`src/rtl/core/dcdwf_pkg.sv`:
```
// ----------------------------------------------------------------------------
// dcdwf_pkg
// Shared types, constants and a helper function for the DAC change-detect
// word formatter.
// ----------------------------------------------------------------------------
package dcdwf_pkg;

  localparam int CHANNELS_SEL0 = 5;
  localparam int CHANNELS_SEL1 = 6;
  localparam int CHANNEL_COUNT = CHANNELS_SEL0 + CHANNELS_SEL1;
  localparam int CH_IDX_W      = $clog2(CHANNEL_COUNT);
  localparam int MAX_PER_SEL   = 8;

  localparam int TABLE_DEPTH   = 4096;
  localparam int TABLE_AW      = $clog2(TABLE_DEPTH);

  localparam int WORD_W        = 16;

  localparam logic [3:0] CUTOFF_CHANNEL = 4'd0;
  localparam logic [15:0] LAST_SENT_RESET = 16'hFFFF;

  localparam logic OP_SAMPLE      = 1'b0;
  localparam logic OP_TABLE_WRITE = 1'b1;

  localparam logic [7:0] ADDR_SEL0 [MAX_PER_SEL] =
    '{8'h00, 8'h40, 8'h50, 8'h60, 8'h70, 8'h00, 8'h00, 8'h00};
  localparam logic [7:0] ADDR_SEL1 [MAX_PER_SEL] =
    '{8'h10, 8'h20, 8'h30, 8'h40, 8'h60, 8'h70, 8'h00, 8'h00};

  typedef struct packed {
    logic               operation;
    logic [3:0]         channel;
    logic signed [15:0] sample_value;
    logic [11:0]        table_index;
    logic [15:0]        table_word;
  } cmd_t;

  typedef struct packed {
    logic        chip_select;
    logic [15:0] dac_word;
  } word_t;

  typedef struct packed {
    logic                emit;
    logic                chip_select;
    logic                use_table;
    logic [WORD_W-1:0]   word;
    logic [TABLE_AW-1:0] table_addr;
  } dec_t;

  function automatic logic [7:0] addr_byte(input logic [3:0] channel);
    logic [4:0] local_ch;
    logic [7:0] result;
    result = 8'h00;
    if (5'(channel) < 5'(CHANNELS_SEL0)) begin
      result = ADDR_SEL0[channel[2:0]];
    end else begin
      local_ch = 5'(channel) - 5'(CHANNELS_SEL0);
      result = ADDR_SEL1[local_ch[2:0]];
    end
    return result;
  endfunction

endpackage

```
`src/rtl/core/dcdwf_chan.sv`:
```
// ----------------------------------------------------------------------------
// dcdwf_chan
// Per-channel last-sent state, change detection and command word formatting.
// ----------------------------------------------------------------------------
module dcdwf_chan (
  input  logic            clk,
  input  logic            rst,
  input  logic            accept,
  input  dcdwf_pkg::cmd_t cmd,
  output dcdwf_pkg::dec_t dec
);

  logic [15:0] last_sent [dcdwf_pkg::CHANNEL_COUNT];

  logic                          in_range;
  logic [dcdwf_pkg::CH_IDX_W-1:0] ch_idx;
  logic                          negative;
  logic                          changed;
  logic [7:0]                    addr;
  logic [11:0]                   code;
  logic [15:0]                   store_value;

  always_comb begin
    in_range    = 5'(cmd.channel) < 5'(dcdwf_pkg::CHANNEL_COUNT);
    ch_idx      = cmd.channel[dcdwf_pkg::CH_IDX_W-1:0];
    negative    = cmd.sample_value[15];
    changed     = in_range && (last_sent[ch_idx] != 16'(cmd.sample_value));
    addr        = dcdwf_pkg::addr_byte(cmd.channel);
    code        = cmd.sample_value[14:3];
    store_value = negative ? 16'h0000 : 16'(cmd.sample_value);

    dec.emit        = (cmd.operation == dcdwf_pkg::OP_SAMPLE) && changed;
    dec.chip_select = 5'(cmd.channel) >= 5'(dcdwf_pkg::CHANNELS_SEL0);
    dec.use_table   = (cmd.channel == dcdwf_pkg::CUTOFF_CHANNEL) && !negative;
    if (negative) begin
      dec.word = {addr, 8'h00};
    end else begin
      dec.word = {addr | {4'h0, cmd.sample_value[14:11]}, cmd.sample_value[10:3]};
    end
    if ({1'b0, code} >= 13'(dcdwf_pkg::TABLE_DEPTH)) begin
      dec.table_addr = dcdwf_pkg::TABLE_AW'(dcdwf_pkg::TABLE_DEPTH - 1);
    end else begin
      dec.table_addr = code[dcdwf_pkg::TABLE_AW-1:0];
    end
  end

  always_ff @(posedge clk) begin
    if (rst) begin
      for (int i = 0; i < dcdwf_pkg::CHANNEL_COUNT; i++) begin
        last_sent[i] <= dcdwf_pkg::LAST_SENT_RESET;
      end
    end else if (accept && dec.emit) begin
      last_sent[ch_idx] <= store_value;
    end
  end

endmodule

```
`config.mk`:
```
export PLATFORM = sky130hd
export DESIGN_NAME = dcdwf_chan
export DESIGN_NICKNAME = d
export VERILOG_FILES = /design/src/rtl/core/dcdwf_pkg.sv /design/src/rtl/core/dcdwf_chan.sv
export SDC_FILE = /design/constraint.sdc
export NUM_CORES = 1
export LEC_CHECK = 0
export BUFFER_PORTS_ARGS = -buffer_cell sky130_fd_sc_hd__buf_2
export CORE_MARGIN = 1
export CORE_UTILIZATION = 45
export CTS_BUF_LIST = sky130_fd_sc_hd__clkbuf_16
export DETAILED_ROUTE_END_ITERATION = 8
export PLACE_DENSITY = 0.73
export SYNTH_ARGS = -nofsm -noshare
export SYNTH_HDL_FRONTEND = slang
export SYNTH_SLANG_ARGS = --single-unit
```
`constraint.sdc`:
```
create_clock -name clk -period 8.7 [get_ports clk]
set_input_delay 0.435 -clock clk [delete_from_list [all_inputs] [get_ports clk]]
set_output_delay 0.435 -clock clk [all_outputs]
set_load 0.005 [all_outputs]
```
## Yosys cells after proc, flatten, opt, wreduce, memory -nomap -nowiden

Memories as Yosys holds them, arrays and structs flattened.
Cells that the tools add are included.

- Register bits after elaboration: 0
- Output and inout bits: 31
- Memories: 3
- Bits in read-only memories: 128
- Bits in writable memories: 176

- Bitwise operators: 4
- Reductions and logical operators: 7
- Order comparisons: 5
- Equality and inequality tests: 1
- Add/subtract/negate cells: 1
- Muxes and demuxes: 15

Memory list:

| memory | depth | width | rd ports | clocked after Yosys merged registers in | write ports | RTL line | text |
|---|---|---|---|---|---|---|---|
| last_sent | 11 | 16 | 1 | 0 | 11 | dcdwf_chan.sv:13 | `logic [15:0] last_sent [dcdwf_pkg::CHANNEL_COUNT];` |
| (name not given) | 8 | 8 | 1 | 0 | 0 | dcdwf_pkg.sv:59 | `result = ADDR_SEL1[local_ch[2:0]];` |
| (name not given) | 8 | 8 | 1 | 0 | 0 | dcdwf_pkg.sv:56 | `result = ADDR_SEL0[channel[2:0]];` |

Operators with widths:

| operator | count |
|---|---|
| $mux 8 | 5 |
| $mux 16 | 2 |
| $ne 16x16->1 | 1 |
| $reduce_or 16->1 | 1 |
| $mux 15 | 1 |
| $ge 4x4->1 const B | 2 |
| $not 3->4 | 2 |
| $or 8x4->8 | 1 |
| $mux 1 | 6 |
| $ge 4x3->1 const B | 1 |
| $logic_and 1x1->1 | 4 |
| $logic_not 4->1 | 1 |
| $lt 4x3->1 const B | 1 |
| $lt 4x4->1 const B | 1 |
| $mux 4 | 1 |
| $sub 3x3->3 const B | 1 |
| $logic_not 1->1 | 1 |
| $not 1->1 | 1 |

## Longest topological paths before layout

Gate-level depths: netlist (run 1).
An unclocked memory read counts as a cell.

- Depth after elaboration: 10
- Mapped depth: 14

## Least setup slack after synthesis (run 1)

OpenSTA, ideal clock, no wires.

- Kind: in2reg
- Start: input port cmd[44] (netlist bit)
- End: memory last_sent[11][0], enable pin
- Library setup time: 0.374 ns
- Path buffers: 4
- Stages: 11
- Path slack: 4.960 ns
- Arrival time: 3.366 ns
- Cells stage by stage: buf_6 > buf_6 > buf_6 > mux4_2 > mux4_2 > xnor2_1 > and2_1 > a41o_1 > nor3b_2 > buf_2 > and3_1

RTL lines:

| element | RTL line | text |
|---|---|---|
| from (decl) | dcdwf_chan.sv:9 | `input dcdwf_pkg::cmd_t cmd,` |
| to (decl) | dcdwf_chan.sv:13 |  |

==> results of run 1 <==
## worst paths after layout
path                          start           endpoint  slack (ns)  cells after the start
setup reg to reg   last_sent[3][10]    last_sent[2][7]        4.24                      9
hold reg to reg   last_sent[10][15]  last_sent[10][15]        0.48                      1
hold / removal              cmd[30]    last_sent[8][2]        0.31                      3
setup / recovery            cmd[44]    last_sent[2][7]        3.52                     10
## cell usage in the layout, fill, tap and decap left out, drive strengths merged, types with 7 or more instances in the layout
cell type	n
nand2b	22
nand2	22
xnor2	7
xor2	7
clkbuf	25
nor2b	7
clkinv	11
nand4	18
buf	68
nor2	72
inv	21
mux4	59
edfxtp	240
mux2i	43
a31o	7
conb	65
nand3	132
dfxtp	16
## stage by stage
stage	power, uW	util	setup WS, ns	cells	hold slack, ns
after floorplan	1631	-	4.960	880	0.4211
after global placement	1705	0.4880	2.999	1195	0.4319
after detailed placement	1712	0.4880	2.971	1195	0.4612
after CTS	2797	0.5206	3.483	1239	0.2962
after global routing	2868	0.5206	3.208	1239	0.3116
final	2793	0.5206	3.520	1239	0.3077
## kinds of logic after synthesis
family | synth area share
AND/OR/NAND/NOR | 0.1192
flip-flops | 0.6359
multiplexers | 0.1534
buffers and inverters | 0.04503
AO/OA/AOI/OAI | 0.03160
XOR/XNOR | 0.01036
adder cells (fa/ha/maj) | 0.004228
other | 0.0003168
## area by class of cell
type | count | area (sq um)
tap | 330 | 412.9
clock inverter | 19 | 206.4
multi-input combinational | 523 | 4039
inverter | 18 | 67.56
clock buffer | 25 | 625.6
timing repair buffer | 68 | 382.9
sequential | 256 | 7527
fill | 2045 | 12210
## metal layers
metal | track usage | vias to the layer above
met5 | 0 | -
met4 | 0.07365 | 0
met3 | 0.03308 | 70
met2 | 0.3508 | 422
met1 | 0.2731 | 3632
li1 | - | 3231
## worst max-delay path, cell delays in order
cell and delay [ns]:
buf_4 0.59, buf_4 0.56, mux4_2 0.58, mux4_2 0.48
xor2_1 0.22, nor4_1 0.12, a41o_1 0.28, nor3b_4 0.65
buf_4 0.45, a31o_1 0.88
## power groups by stage
stage	clock, uW	combinational (uW)	sequential (uW)
2_1_floorplan	0	186	1450
3_3_place_gp	0	256	1450
3_5_place_dp	0	258	1450
4_1_cts	1110	259	1430
5_1_grt	1160	280	1430
6_report	1110	261	1430
==> impl_metrics.tcl, run 1 <==
set metrics [dict create \
    clkPwrFrac 0.396 \
    vias_per_cell 5.936 \
    cts_tree "built" \
    area_growth_syn_to_layout_pct 12.03 \
    power_frac_comb 0.093 \
    vias 7355 \
    grt_overflow 0 \
    n_antenna_cell 0 \
    final.period_utilization 0.5954 \
    design_area_sq_um 13260 \
    cts_sinks 256 \
    grt_pass1_vias 7333 \
    maxCapViolations 0 \
    setup_viol 0 \
    netlist_area_sq_um 11840 \
    drt-met1-wl_microns 10400 \
    seq_area_frac_synth 0.6359 \
    htreeDepth 1 \
    crit_path_max_fanout 39 \
    coreArea_sq_um 25470 \
    hold_class "primary input to flop" \
    internal-power_uw 2175 \
    clkSlewWorstSetupHoldPaths_ns 0.06 \
    cts_root_buffer "clkbuf_16" \
    dr_wl_met2_microns 13660 \
    io_pins 83 \
    seq_power_share 0.511 \
    synthArstFlopShare 0 \
    setup_total_negative_slack_ns 0 \
    clock_skew_ns 0.01251 \
    required_ns 8.83 \
    worstMarginPinSlew_ns 1.140 \
    drive_gt1_frac 0.1936 \
    cts_buffer_depth 3 \
    totalWireLength_microns 27300 \
    crit_type "primary input to flop" \
    drt_first_pass_iters 5 \
    synth_area_leaders "edfxtp_1 61%, mux4_2 11%, nand3_1 5.6%" \
    die_x_microns 164.2 \
    drv_slew 0 \
    postCtsSetupRepairBufs 0 \
    hold_buffers 0 \
    gp_congestion 0.7701 \
    outcome "finished clean" \
    p_leak_uw 0.004788 \
    die-height_microns 164.2 \
    clock_latency_ns 0.52 \
    hpwlAfterDp_microns 16420 \
    rsz0062_at_grt "no" \
    drc_errors 0 \
    synth_commonest_cells "240 x edfxtp_1, 132 x nand3_1, 72 x nor2_1, 59 x mux4_2, 43 x mux2i_1" \
    antenna_found_initial 0 \
    finalHoldViolations 0 \
    largest_reg_flops 256 \
    yosysMostFrequentCell "edfxtp_1" \
    swShare 0.2215 \
    synth_cells 816 \
    routedWlPerCell_microns 22.03 \
    track_usage 0.2082 \
    ys.flop_type "edfxtp_1" \
    p_switching_uw 618.7 \
    worstPathArrival_ns 5.31 \
    io_buffers 53 \
    met3_length_microns 2527 \
    fmax_mhz 193.0 \
    cts_buffers 24 \
    worstSetupStartpointType "primary input" \
    grt_max_degree 44 \
    synth_edf_count 240 \
    cts_resized 0 \
    rows 58 \
    yosysTopAreaCell "edfxtp_1" \
    ant_nets 0 \
    yosys_warnings 0 \
    grt_pass1_wl_microns 41600 \
    reg_top3 "last_sent (256)" \
    power_density_nw_per_um2 210.6 \
    ys_seq_elements 256 \
    vdd_drop_max_mv 0.1568 \
    finalNetCount 947 \
    endpoint_kind "flop" \
    start_util 0.4647 \
    place_area_sq_um 12430 \
    top_register "last_sent" \
    period_minus_slack_ns 5.180 \
    relSlewSlack 0.2402 \
    drt_iter0_drc 790 \
    syn_avg_cell_area_sq_um 14.51 \
    top_layer "met4" \
    synth_top_area_frac 0.6088 \
    ys_types 52 \
    dieArea_sq_um 26960 \
]
Power figures use the tool's default switching activity.
==> inputs of run 2 (changes only) <==
Clock period 8.7 ns to 5.2 ns, I/O delays scaled along.
==> impl_metrics.tcl, run 2 (synthesis results as in run 1) <==
set metrics [dict create \
    outcome "finished clean" \
    totalWireLength_microns 27970 \
    dieArea_sq_um 26960 \
    die-height_microns 164.2 \
    postCtsSetupRepairBufs 0 \
    cts_root_buffer "clkbuf_16" \
    required_ns 5.28 \
    coreArea_sq_um 25470 \
    p_leak_uw 0.004794 \
    vias 7322 \
    finalNetCount 950 \
    hold_class "primary input to flop" \
    worstSetupStartpointType "primary input" \
    power_density_nw_per_um2 345.5 \
    die_x_microns 164.2 \
    cts_buffer_depth 3 \
    rows 58 \
    grt_pass1_wl_microns 42340 \
    cts_sinks 256 \
    worstMarginPinSlew_ns 1.236 \
    hpwlAfterDp_microns 17170 \
    area_growth_syn_to_layout_pct 11.80 \
    crit_type "primary input to flop" \
    largest_reg_flops 256 \
    endpoint_kind "flop" \
    final.period_utilization 0.7843 \
    crit_path_max_fanout 28 \
    design_area_sq_um 13230 \
    rsz0062_at_grt "no" \
    reg_top3 "last_sent (256)" \
    antenna_found_initial 0 \
    final_cell_mix "240 x edfxtp_1, 132 x nand3_1, 68 x nor2_1" \
    start_util 0.4647 \
    worstPathArrival_ns 4.16 \
    drv_slew 0 \
    cts_resized 0 \
    htreeDepth 1 \
    setup_total_negative_slack_ns 0 \
    io_buffers 53 \
    vdd_drop_max_mv 0.2788 \
    final_util 0.5196 \
    relSlewSlack 0.1759 \
    clock_latency_ns 0.52 \
    drt_iter0_drc 885 \
    setup_viol 0 \
    final_common_cell "edfxtp_1" \
    routedWlPerCell_microns 22.54 \
    place_area_sq_um 12460 \
    clkSlewWorstSetupHoldPaths_ns 0.06 \
    power_uw 4573 \
    ant_nets 0 \
    gp_congestion 0.7810 \
    maxCapViolations 0 \
    n_antenna_cell 0 \
    cts_buffers 25 \
    period_minus_slack_ns 4.078 \
    drive_gt1_frac 0.1910 \
    hold_buffers 0 \
    finalHoldViolations 0 \
    grt_overflow 0 \
    drt_first_pass_iters 5 \
    io_pins 83 \
    grt_max_degree 74 \
    whs_ns 0.1407 \
    fmax_mhz 245.2 \
    cts_tree "built" \
    track_usage 0.2133 \
    drc_errors 0 \
    vias_per_cell 5.900 \
    clock_skew_ns 0.01205 \
    top_register "last_sent" \
    grt_pass1_vias 7271 \
]
==> run 2: changes by cell type in the layout (fill, tap and decap cells not counted) <==
| cell | delta |
|---|---|
| inv_1 | +6 |
| clkinv_2 | -2 |
| buf_12 | +1 |
| buf_4 | +1 |
| bufinv_16 | -2 |
| clkinv_1 | -2 |
==> run 2: worst max-delay path: stages <==
cell	delay [ns]
buf_4	0.45
buf_4	0.38
and2_0	0.40
a221oi_1	0.19
a22o_1	0.25
or3_1	0.34
a2111oi_1	0.73
a41o_1	0.37
nor3b_4	0.10
a31o_1	0.68
==> run 2: through the flow <==
step	std cells	setup WS (ns)
finish	1241	1.122
global route	1241	0.8981
CTS	1241	1.079
detailed placement	1197	0.5540
global placement	1197	0.6309
floorplan	880	1.635
==> run 2: report_power, final <==
group / total [uW] / internal [uW] / switching, uW
clock network: 1740 / 1010 / 731
registers: 2390 / 2360 / 27.9
logic: 441 / 168 / 273
total: 4570 / 3540 / 1030
==> run 2: path summary, 6_finish.rpt <==
check / from / endpoint / slack (ns) / depth (start not counted)
setup / recovery: cmd[44] / last_sent[8][4] / 1.12 / 10
hold / removal: cmd[30] / last_sent[8][2] / 0.14 / 3
setup reg to reg: last_sent[2][10] / last_sent[11][2] / 1.27 / 8
hold reg to reg: last_sent[10][15] / last_sent[10][15] / 0.47 / 1
==> run 2: per-layer routing <==
metal  vias to the layer above  part of all wire  global-route usage
met2                       353              0.51              0.3713
met4                         0             0.026             0.07239
met1                      3679              0.38              0.2710
li1                       3230                 -                   -
met3                        60             0.082             0.03258
met5                         -                 0                   0
==> run 2: final cells by class <==
class / count / area (sq um)
clock buffer: 25 / 625.6
inverter: 18 / 67.56
sequential: 256 / 7527
fill: 2104 / 12240
clock inverter: 19 / 151.4
multi-input combinational: 523 / 4039
timing repair buffer: 70 / 410.4
tap: 330 / 412.9
